$ cat src/hdl/kcc_pkg.sv
// ----------------------------------------------------------------------------
// kcc_pkg
// Shared types and constants of the key click classifier: the lane phase
// codes, the per-lane event bundle and the configuration register map.
// ----------------------------------------------------------------------------
package kcc_pkg;

  // Width of the key level input and of each result field.
  localparam int unsigned KeyBits = 4;

  // Counter and configuration register width.
  localparam int unsigned CntW = 8;
  localparam logic [CntW-1:0] CntMax = 8'hFF;

  // Configuration port.
  localparam int unsigned CfgIdxW  = 4;
  localparam int unsigned CfgDataW = 8;
  localparam logic [CfgIdxW-1:0] CfgLongLimit    = 4'd0;
  localparam logic [CfgIdxW-1:0] CfgDoubleWindow = 4'd1;

  // Reset values of the configuration registers.
  localparam logic [CntW-1:0] LongLimitRst    = 8'd70;
  localparam logic [CntW-1:0] DoubleWindowRst = 8'd35;

  // Debounce phase of one key lane. The unused code is treated as idle.
  typedef enum logic [1:0] {
    PH_IDLE    = 2'd0,
    PH_CONFIRM = 2'd1,
    PH_HELD    = 2'd2
  } phase_e;

  // Events that one lane reports for one scan tick.
  typedef struct packed {
    logic short_press;
    logic double_press;
    logic long_hold;
  } kcc_evt_t;

endpackage

$ cat src/hdl/kcc_lane.sv
// ----------------------------------------------------------------------------
// kcc_lane
// One key lane: debounce machine (idle, confirm, held), held-time counter and
// double-click window. Updates its state once per accepted scan tick and
// reports that tick's events combinationally.
// ----------------------------------------------------------------------------
module kcc_lane (
  input  logic                          clk_i,
  input  logic                          rst_ni,
  input  logic                          tick_i,
  input  logic                          pressed_i,
  input  logic [kcc_pkg::CntW-1:0]      long_limit_i,
  input  logic [kcc_pkg::CntW-1:0]      double_window_i,
  output kcc_pkg::kcc_evt_t             evt_o
);
  import kcc_pkg::*;

  phase_e          phase_q, phase_d;
  logic [CntW-1:0] held_q, held_d;
  logic            wopen_q, wopen_d;
  logic [CntW-1:0] wcnt_q, wcnt_d;

  logic            wopen_mid;
  logic [CntW-1:0] wcnt_mid;
  logic            is_long;

  assign is_long = (held_q > long_limit_i);

  // Next-state logic for the debounce machine and the press counters.
  always_comb begin
    phase_d          = phase_q;
    held_d           = held_q;
    wopen_mid        = wopen_q;
    wcnt_mid         = wcnt_q;
    evt_o            = '0;
    case (phase_q)
      PH_CONFIRM: begin
        phase_d = pressed_i ? PH_HELD : PH_IDLE;
      end
      PH_HELD: begin
        if (!pressed_i) begin
          if (!is_long) begin
            if (!wopen_q) begin
              wopen_mid = 1'b1;
              wcnt_mid  = '0;
            end else begin
              evt_o.double_press = 1'b1;
              wopen_mid          = 1'b0;
            end
          end
          phase_d = PH_IDLE;
        end else begin
          evt_o.long_hold = is_long;
          if (held_q != CntMax) begin
            held_d = held_q + 1'b1;
          end
        end
      end
      default: begin
        if (pressed_i) begin
          phase_d = PH_CONFIRM;
          held_d  = '0;
        end else begin
          phase_d = PH_IDLE;
        end
      end
    endcase

    // The double-click window runs after the phase update.
    wopen_d = wopen_mid;
    wcnt_d  = wcnt_mid;
    if (wopen_mid) begin
      if (wcnt_mid != CntMax) begin
        wcnt_d = wcnt_mid + 1'b1;
      end
      if (wcnt_d >= double_window_i) begin
        evt_o.short_press = 1'b1;
        wopen_d           = 1'b0;
      end
    end
  end

  // Lane state advances only on an accepted tick.
  always_ff @(posedge clk_i or negedge rst_ni) begin
    if (!rst_ni) begin
      phase_q <= PH_IDLE;
      held_q  <= '0;
      wopen_q <= 1'b0;
      wcnt_q  <= '0;
    end else if (tick_i) begin
      phase_q <= phase_d;
      held_q  <= held_d;
      wopen_q <= wopen_d;
      wcnt_q  <= wcnt_d;
    end
  end

endmodule

$ cat src/hdl/kcc_merge.sv
// ----------------------------------------------------------------------------
// kcc_merge
// Gathers the events of all lanes into the three result fields and holds
// them in an output register with a skid stage, so that a new item can be
// taken while a finished result still waits downstream.
// ----------------------------------------------------------------------------
module kcc_merge #(
  parameter int unsigned NUM_KEYS = 4
) (
  input  logic                         clk_i,
  input  logic                         rst_ni,
  input  logic                         in_valid_i,
  output logic                         in_stall_o,
  input  kcc_pkg::kcc_evt_t            evt_i [NUM_KEYS],
  output logic                         out_valid_o,
  input  logic                         out_stall_i,
  output logic [kcc_pkg::KeyBits-1:0]  short_press_o,
  output logic [kcc_pkg::KeyBits-1:0]  double_press_o,
  output logic [kcc_pkg::KeyBits-1:0]  long_hold_o
);
  import kcc_pkg::*;

  typedef struct packed {
    logic [KeyBits-1:0] sp;
    logic [KeyBits-1:0] dp;
    logic [KeyBits-1:0] lh;
  } res_t;

  res_t new_res;
  res_t out_q, skid_q;
  logic out_valid_q, skid_valid_q;
  logic accept, take;

  // Pack the visible lanes; lanes past the field width are dropped.
  for (genvar k = 0; k < KeyBits; k++) begin : g_pack
    if (k < NUM_KEYS) begin : g_lane
      assign new_res.sp[k] = evt_i[k].short_press;
      assign new_res.dp[k] = evt_i[k].double_press;
      assign new_res.lh[k] = evt_i[k].long_hold;
    end else begin : g_none
      assign new_res.sp[k] = 1'b0;
      assign new_res.dp[k] = 1'b0;
      assign new_res.lh[k] = 1'b0;
    end
  end

  assign in_stall_o = skid_valid_q;
  assign accept     = in_valid_i && !skid_valid_q;
  assign take       = out_valid_q && !out_stall_i;

  // Valid flags of the output register and the skid stage.
  always_ff @(posedge clk_i or negedge rst_ni) begin
    if (!rst_ni) begin
      out_valid_q  <= 1'b0;
      skid_valid_q <= 1'b0;
    end else if (skid_valid_q) begin
      if (take) begin
        skid_valid_q <= 1'b0;
      end
    end else if (accept) begin
      if (!out_valid_q || take) begin
        out_valid_q <= 1'b1;
      end else begin
        skid_valid_q <= 1'b1;
      end
    end else if (take) begin
      out_valid_q <= 1'b0;
    end
  end

  // Result payload registers.
  always_ff @(posedge clk_i) begin
    if (skid_valid_q) begin
      if (take) begin
        out_q <= skid_q;
      end
    end else if (accept) begin
      if (!out_valid_q || take) begin
        out_q <= new_res;
      end else begin
        skid_q <= new_res;
      end
    end
  end

  assign out_valid_o    = out_valid_q;
  assign short_press_o  = out_q.sp;
  assign double_press_o = out_q.dp;
  assign long_hold_o    = out_q.lh;

endmodule

$ cat src/hdl/key_click_classifier.sv
// ----------------------------------------------------------------------------
// key_click_classifier
// Short, double and long press detector for a bank of active-low keys.
// ----------------------------------------------------------------------------
// The block takes one scan tick per item and can accept an item in every
// clock cycle while in_stall_o is low; each item yields exactly one result,
// registered in the output register. Every key has its own lane that
// updates in the cycle the item is accepted, and a merge stage with a skid
// register keeps taking one more item while the output is stalled. Results
// are one-tick event bits: short_press when the double-click window expires,
// double_press on the second quick release, and long_hold on every tick a key
// stays down past long_limit. Keys above the four input bits read as released.
// The user must write configuration only while idle; it is not enforced.
// ----------------------------------------------------------------------------
module key_click_classifier #(
  parameter int unsigned NUM_KEYS = 4
) (
  input  logic                          clk_i,
  input  logic                          rst_ni,
  // Configuration write port.
  input  logic                          cfg_we_i,
  input  logic [kcc_pkg::CfgIdxW-1:0]   cfg_idx_i,
  input  logic [kcc_pkg::CfgDataW-1:0]  cfg_wdata_i,
  // Scan tick input.
  input  logic                          in_valid_i,
  output logic                          in_stall_o,
  input  logic [kcc_pkg::KeyBits-1:0]   key_levels_i,
  // Result output.
  output logic                          out_valid_o,
  input  logic                          out_stall_i,
  output logic [kcc_pkg::KeyBits-1:0]   short_press_o,
  output logic [kcc_pkg::KeyBits-1:0]   double_press_o,
  output logic [kcc_pkg::KeyBits-1:0]   long_hold_o
);
  import kcc_pkg::*;

  logic [CntW-1:0] long_limit_q;
  logic [CntW-1:0] double_window_q;
  logic            tick;
  kcc_evt_t        evt [NUM_KEYS];

  // Configuration registers; unknown indexes are ignored.
  always_ff @(posedge clk_i or negedge rst_ni) begin
    if (!rst_ni) begin
      long_limit_q    <= LongLimitRst;
      double_window_q <= DoubleWindowRst;
    end else if (cfg_we_i) begin
      case (cfg_idx_i)
        CfgLongLimit:    long_limit_q    <= cfg_wdata_i;
        CfgDoubleWindow: double_window_q <= cfg_wdata_i;
        default: ;
      endcase
    end
  end

  assign tick = in_valid_i && !in_stall_o;

  // One lane per key.
  for (genvar k = 0; k < NUM_KEYS; k++) begin : g_lane
    logic pressed;
    if (k < KeyBits) begin : g_in
      assign pressed = !key_levels_i[k];
    end else begin : g_none
      assign pressed = 1'b0;
    end

    kcc_lane u_lane (
      .clk_i           (clk_i),
      .rst_ni          (rst_ni),
      .tick_i          (tick),
      .pressed_i       (pressed),
      .long_limit_i    (long_limit_q),
      .double_window_i (double_window_q),
      .evt_o           (evt[k])
    );
  end

  kcc_merge #(
    .NUM_KEYS (NUM_KEYS)
  ) u_merge (
    .clk_i          (clk_i),
    .rst_ni         (rst_ni),
    .in_valid_i     (in_valid_i),
    .in_stall_o     (in_stall_o),
    .evt_i          (evt),
    .out_valid_o    (out_valid_o),
    .out_stall_i    (out_stall_i),
    .short_press_o  (short_press_o),
    .double_press_o (double_press_o),
    .long_hold_o    (long_hold_o)
  );

endmodule
$ cat config.mk
export PLATFORM = sky130hd
export DESIGN_NAME = key_click_classifier
export DESIGN_NICKNAME = d
export VERILOG_FILES = /design/src/hdl/kcc_pkg.sv /design/src/hdl/kcc_lane.sv /design/src/hdl/kcc_merge.sv /design/src/hdl/key_click_classifier.sv
export SDC_FILE = /design/constraint.sdc
export NUM_CORES = 1
export LEC_CHECK = 0
export BUFFER_PORTS_ARGS = -buffer_cell sky130_fd_sc_hd__buf_2
export CAP_MARGIN = 30
export CORE_UTILIZATION = 35
export CTS_CLUSTER_SIZE = 40
export DETAILED_ROUTE_END_ITERATION = 6
export GPL_TIMING_DRIVEN = 0
export RECOVER_POWER = 25
export SYNTH_ARGS = -nofsm -noshare
export SYNTH_HDL_FRONTEND = slang
export SYNTH_HIERARCHICAL = 1
export SYNTH_SLANG_ARGS = --single-unit
export TNS_END_PERCENT = 100
$ cat constraint.sdc
create_clock -name clk_i -period 9.58 [get_ports clk_i]
set_clock_uncertainty 0.15 [all_clocks]
set_input_delay 0.958 -clock clk_i [delete_from_list [all_inputs] [get_ports clk_i]]
set_output_delay 0.958 -clock clk_i [all_outputs]
set_load 0.01 [all_outputs]
==> impl_metrics.yaml, run 1 <==
status:
  outcome: "finished, violations left"
  violations: "capacitance limit, slew limit"
power_and_ir_drop:
  vdd_drop_max_mv: 0.112
  clockPowerShare: 0.282
  combPwrFrac: 0.389
  switchingPower_w: 0.000888
  power_leakage_nw: 4.43
  p_per_area_nw_per_um2: 237
  seq_power_share: 0.329
  switching_share: 0.381
  p_int_w: 0.00144
route:
  routedWlPerCell_um: 15.8
  vias: 6879
  viasPerCell: 5.24
  ant_nets: 0
  wl_mm: 20.7
  drc: 0
  firstDrtPassIters: 5
  dr.first_iter.drc_count: 468
floorplanning:
  pin_count: 35
  die_h_um: 159
  initial_core_util: 0.357
  die-area_um2: 25300
  die_x_um: 159
  rows: 57
  placeableCoreArea_um2: 24200
clock_network:
  postCtsSetupBuffers: 0
  cts_resized: 0
  cts_hold_buf: 0
  cts_root_buffer: "clkbuf_16"
  cts_buffer_depth: 2
  cts_buffers: 17
  cts_sinks: 118
  cts_tree: "done"
  clk_pin_slew_ps: 50
  h-tree-depth: 4
  clock_latency_ps: 420
synth:
  netlist_top_cells_count: "inv_1, dfrtp_1, nand2_1"
  syn_avg_cell_area_um2: 9.40
  syn_inst: 920
  ys.flop_type: "dfrtp_1"
  ys_seq_elements: 118
  synth_top_area_cell: "dfrtp_1"
  synth-edff-count: 24
  yosysMostFrequentCell: "inv_1"
  yosys_warnings: 6
  syn_area_um2: 8640
  synthDominantCellAreaShare: 0.255
  syn_nets: 1025
  synth.distinct_cells: 89
  async_flop_share: 0.797
  synth_area_leaders: "dfrtp_1, ha_1, edfxtp_1"
  synth_seq_area_share: 0.356
run:
  max-cap-violations: 2
hold_path:
  hold_end: "g_lane[3].u_lane/phase_q[1]$_DFFE_PN0P_"
  hp-class: "reg2reg"
  worstHoldStart: "g_lane[3].u_lane/phase_q[1]$_DFFE_PN0P_"
  hold_depth: 1
setup_path:
  r2r_end: "u_merge/short_press_o[1]$_DFFE_PP_"
  crit_start: "rst_ni"
  crit_type: "in2async"
  startpoint_type: "input port"
  r2r_setup_slack_ps: 4320
  crit_fanout: 60
  cp.arrival_ps: 5010
  crit_top_cell: "clkbuf_1"
  slowest_delay_ps: 2520
  cp_num_buf_inv: 2
  crit_family: "buffers and inverters"
  crit_chain: "clkbuf_1, clkbuf_1"
  worstPathRequired_ps: 9170
  cp_num_cells: 2
  r2r_cells: 22
  end_kind: "async pin"
  cpMaxStageDelayCell: "clkbuf_1"
  r2r_start: "long_limit_q[6]$_DFFE_PN1P_"
grt:
  overflow: 0
  antenna_found_initial: 0
  grt_use_total: 0.171
  grt_pass1_wl_mm: 34.5
  grt_max_degree: 61
  first_global_vias: 6632
finish:
  drive_above_1_share: 0.173
  fin_util: 0.405
  final_nets: 1081
  fin_cells: 1313
  area_growth_pct: 13.6
  n_antenna_cell: 0
  n_fill_cell: 2432
timing:
  hold_ws_ps: 374
  finalSetupTns_ps: 0
  slew_viol_final: 97
  finalSetupViolations: 0
  post-route-period-util: 0.565
  fmax_ghz: 0.185
  tightest_slew_ps: 3450
  finalHoldViolations: 0
  slew-limit-headroom: -1.30
  rsz0062_at_grt: "false"
  final.min_clock_period_ps: 5420
placement:
  gp_congestion: 0.810
  dp.cells: 1281
  hpwlAfterDp_mm: 15.0
  portBuffers: 34
==> power groups by stage <==
| stage | combinational [W] | sequential [W] | clock, W |
|---|---|---|---|
| 3_3_place_gp | 0.000888 | 0.000774 | 0 |
| 3_5_place_dp | 0.000913 | 0.000775 | 0 |
| 4_1_cts | 0.000923 | 0.000768 | 0.000673 |
| 5_1_grt | 0.00103 | 0.000783 | 0.000696 |
| 6_report | 0.000907 | 0.000765 | 0.000657 |
| 2_1_floorplan | 0.000676 | 0.000737 | 0 |
==> state kept, by name, indices dropped and copies added (netlist names) <==
register / count
g_lane.u_lane/held_q: 32
g_lane.u_lane/wcnt_q: 32
u_merge/skid_q: 12
double_window_q: 8
g_lane.u_lane/phase_q: 8
long_limit_q: 8
g_lane.u_lane/wopen_q: 4
u_merge/double_press_o: 4
u_merge/long_hold_o: 4
u_merge/short_press_o: 4
u_merge/in_stall_o: 1
u_merge/out_valid_o: 1
==> through the flow <==
| step | setup WS, ps | cell area [µm²] | total power [W] |
|---|---|---|---|
| final | 4160 | 9820 | 0.00233 |
| after global routing | 3120 | 9820 | 0.00251 |
| after CTS | 4280 | 9870 | 0.00236 |
| after detailed placement | 4310 | 9280 | 0.00169 |
| after global placement | 4270 | 9220 | 0.00166 |
| after floorplan | 4920 | 8640 | 0.00141 |
==> how the worst max path moves through the flow <==
stage                                                        end
after global routing      g_lane[3].u_lane/held_q[2]$_DFFE_PN0P_
after global placement        u_merge/short_press_o[1]$_DFFE_PP_
after floorplan               u_merge/short_press_o[1]$_DFFE_PP_
after detailed placement      u_merge/short_press_o[1]$_DFFE_PP_
final                     g_lane[3].u_lane/held_q[5]$_DFFE_PN0P_
after CTS                     u_merge/short_press_o[1]$_DFFE_PP_
==> cell families (layout without fill, tap and decap cells) <==
group           after synthesis  after routing  synth area share
mux                          49             49            0.0654
fa+ha+maj                    84             84             0.122
flops                       118            118             0.356
xor+xnor                     13             13            0.0132
compound gates              229            229             0.178
simple gates                300            300             0.196
buf+inv                     127            196            0.0699
==> worst reg2reg max path, cell delays in order (launching register included) <==
cell	delay [ps]
dfstp_2	620
inv_1	60
ha_1	300
nand4_1	140
nor2_2	70
a211oi_1	500
nor4b_4	200
buf_6	200
nor2b_1	110
ha_1	260
and3_4	230
nand3_4	110
or2_1	260
buf_6	140
nor2_2	100
mux2_1	340
ha_1	270
a21oi_1	120
nor2b_1	60
o2111ai_1	170
a32oi_1	140
and2_1	190
mux2_4	260
==> layout by cell type, fill, tap and decap left out, types with 7 or more instances in the layout <==
cell type	n
nor2_1	46
and3_1	11
mux2_2	29
a21oi_1	52
a31oi_1	9
mux2_4	7
dfrtp_1	88
o21ai_0	54
inv_1	92
xnor2_1	8
edfxtp_1	24
nand4_1	14
nand2b_1	10
a211oi_1	7
buf_2	40
nor2b_1	16
and2_1	14
clkbuf_16	17
a22o_1	23
nand2_1	88
clkbuf_1	15
nor3_1	11
a21o_1	20
or3_1	10
nand3_1	29
mux2i_1	10
buf_6	10
ha_1	84
==> cell type report <==
type                            instances  area, µm²  share of cell area
Timing Repair Buffer                   37        195              0.0199
Clock buffer                           20        447              0.0455
Clock inverter                         12        151              0.0154
Inverter                               94        353              0.0359
Buffer                                 33        228              0.0232
Sequential cell                       118       3080               0.314
Tap cell                              324        405              0.0413
Multi-Input combinational cell        675       4960               0.505
==> per-layer routing <==
metal,vias to the layer above,share of wire,track usage
li1,3441,-,-
met1,3279,0.48,0.222
met2,138,0.48,0.287
met3,21,0.032,0.0359
met4,0,0.014,0.0485
met5,-,0,0
(Power assumes the default switching activity.)
==> run 2, diff against run 1 <==
--- a/config.mk
+++ b/config.mk
@@ -5,6 +5,7 @@
 export SDC_FILE = /design/constraint.sdc
 export NUM_CORES = 1
 export LEC_CHECK = 0
+export ABC_AREA = 1
 export BUFFER_PORTS_ARGS = -buffer_cell sky130_fd_sc_hd__buf_2
 export CAP_MARGIN = 30
 export CORE_UTILIZATION = 35
==> constraint.sdc (replaced) <==
create_clock -name clk_i -period 5 [get_ports clk_i]
set_clock_uncertainty 0.15 [all_clocks]
set_input_delay 0.5 -clock clk_i [delete_from_list [all_inputs] [get_ports clk_i]]
set_output_delay 0.5 -clock clk_i [all_outputs]
set_load 0.01 [all_outputs]
==> run 2 against run 1 <==
Against the previous run:
- the flow still finishes with violations (capacitance limit, slew limit)
- synthesized cell count increased by 27%
- sequential power grew 99%
- clock-buffer cell count shrank 1
- via count rose by 7.6%
- area after synthesis up 1.5%
- critical path type is now reg2reg
- hold slack got worse by 200 ps
- combinational power is 130% higher
- highest routed layer unchanged
- largest cell class unchanged
==> impl_metrics.yaml, run 2 <==
synth:
  syn_area_um2: 8780
  ys.flop_type: "dfrtp_1"
  ys_seq_elements: 118
  synth_area_leaders: "dfrtp_1, nand2_1, ha_1"
  synth_seq_area_share: 0.351
  syn_nets: 1270
  synth_top_area_cell: "dfrtp_1"
  async_flop_share: 0.797
  syn_avg_cell_area_um2: 7.54
  syn_inst: 1165
  yosysMostFrequentCell: "nand2_1"
  synth-edff-count: 24
  netlist_top_cells_count: "nand2_1, inv_1, dfrtp_1"
  synth.distinct_cells: 50
  yosys_warnings: 6
  synthDominantCellAreaShare: 0.251
clock_network:
  cts_buffer_depth: 2
  postCtsSetupBuffers: 0
  clock_latency_ps: 410
  cts_hold_buf: 1
  cts_tree: "done"
  h-tree-depth: 4
  cts_resized: 0
  cts_sinks: 118
  cts_root_buffer: "clkbuf_16"
  cts_buffers: 17
  clk_pin_slew_ps: 60
status:
  violations: "capacitance limit, slew limit"
  outcome: "finished, violations left"
finish:
  final_common_cell: "nand2_1"
  mostFrequentLayoutCells: "nand2_1, inv_1, dfrtp_1, ha_1, a21oi_1"
  top_regs: "g_lane.u_lane/held_q: 32 flops, g_lane.u_lane/wcnt_q: 32 flops, u_merge/skid_q: 12 flops"
  drive_above_1_share: 0.134
  final_nets: 1324
  n_antenna_cell: 0
  area_growth_pct: 12.3
  fin_cells: 1556
setup_path:
  startpoint_type: "flop"
  end_kind: "flop"
  r2r_cells: 26
  r2r_end: "u_merge/short_press_o[0]$_DFFE_PP_"
  cpMaxStageDelayCell: "dfstp_2"
  slowest_delay_ps: 610
  crit_start: "long_limit_q[6]$_DFFE_PN1P_"
  crit_type: "reg2reg"
  cp.arrival_ps: 4130
  crit_top_cell: "nand2_1"
  r2r_setup_slack_ps: 890
  worstPathRequired_ps: 5020
  endpoint: "u_merge/short_press_o[0]$_DFFE_PP_"
  crit_family: "simple AND/OR/NAND/NOR gates"
  cp_num_buf_inv: 5
  crit_fanout: 10
  cp_num_cells: 26
  r2r_start: "long_limit_q[6]$_DFFE_PN1P_"
floorplanning:
  die_h_um: 160
  die_x_um: 160
  rows: 57
  pin_count: 35
  initial_core_util: 0.359
  placeableCoreArea_um2: 24500
  die-area_um2: 25700
timing:
  finalHoldViolations: 0
  post-route-period-util: 0.822
  rsz0062_at_grt: "false"
  finalWorstSetupSlack_ps: 890
  finalSetupViolations: 0
  fmax_ghz: 0.243
  final.min_clock_period_ps: 4110
  slew-limit-headroom: -0.464
  finalSetupTns_ps: 0
  slew_viol_final: 40
  tightest_slew_ps: 2200
route:
  routedWlPerCell_um: 13.2
  firstDrtPassIters: 5
  drc: 0
  viasPerCell: 4.76
  met1_length_mm: 10.3
  ant_nets: 0
  vias: 7404
  highest_layer: "met4"
  dr.first_iter.drc_count: 388
  wl_met3_um: 592
  dr_wl_met2_mm: 9.46
  wl_mm: 20.5
grt:
  antenna_found_initial: 0
  overflow: 0
  grt_max_degree: 57
  grt_pass1_wl_mm: 34.5
  grt_use_total: 0.168
  first_global_vias: 6956
hold_path:
  hp-class: "in2reg"
  worstHoldStart: "cfg_wdata_i[6]"
placement:
  gp_congestion: 0.858
  hpwlAfterDp_mm: 15.4
  portBuffers: 33
  dp.cells: 1523
  pre_cts_ws_ps: 902
run:
  max-cap-violations: 1
power_and_ir_drop:
  p_per_area_nw_per_um2: 483
  power_leakage_nw: 5.02
  vdd_drop_max_mv: 0.254
[run 2: how the worst min path moves through the flow]
stage | endpoint | cells after the start
4_1_cts | long_limit_q[6]$_DFFE_PN1P_ | 3
6_report | long_limit_q[6]$_DFFE_PN1P_ | 3
3_3_place_gp | g_lane[3].u_lane/wcnt_q[0]$_DFFE_PN0P_ | 2
3_5_place_dp | u_merge/double_press_o[2]$_DFFE_PP_ | 2
5_1_grt | long_limit_q[6]$_DFFE_PN1P_ | 3
2_1_floorplan | double_window_q[2]$_DFFE_PN0P_ | 0
[run 2: cells by family (layout without fill, tap and decap cells)]
logic type | after synthesis | in the layout | synth area share
AOI/OAI and AO/OA | 145 | 145 | 0.0921
xor gates and xnor gates | 14 | 14 | 0.0140
adders and majority gates | 84 | 84 | 0.120
buffers and inverters | 214 | 281 | 0.104
DFF | 118 | 118 | 0.351
and+or+nand+nor | 590 | 590 | 0.319
[run 2: power by group]
group | switching (W) | internal, W
Combinational | 0.00133 | 0.000772
Sequential | 0.000253 | 0.00127
Clock | 0.000464 | 0.000679
Total | 0.00204 | 0.00272
[run 2: area by class of cell]
cell class,count,area [µm²]
plain buffers,24,191
clock buffers,19,433
clock inverters,13,109
fillers,2507,14600
inverters,190,718
multi-input cells,833,4740
flip-flops and latches,118,3080
well taps,324,405
repair buffers,35,178
[run 2: worst register-to-register path: cells and delay by family, from the launching register on]
family,cells,cell delay [ps]
AND/OR/NAND/NOR,15,1460
adder cells (fa/ha/maj),3,710
flip-flops,1,610
AO/OA/AOI/OAI,3,370
buffers and inverters,5,560
[run 2: stage by stage]
stage	total power, W	util	instance area [µm²]	hold slack (ps)
2_1_floorplan	0.00310	-	8780	54.4
3_3_place_gp	0.00360	0.382	9350	341
3_5_place_dp	0.00365	0.384	9380	350
4_1_cts	0.00482	0.406	9930	159
5_1_grt	0.00524	0.403	9860	168
6_report	0.00476	0.403	9860	175
[run 2: metal layers]
metal,vias to the layer above,GRT usage
met1,3405,0.230
met4,0,0.0463
met2,102,0.273
met5,-,0
li1,3883,-
met3,14,0.0271
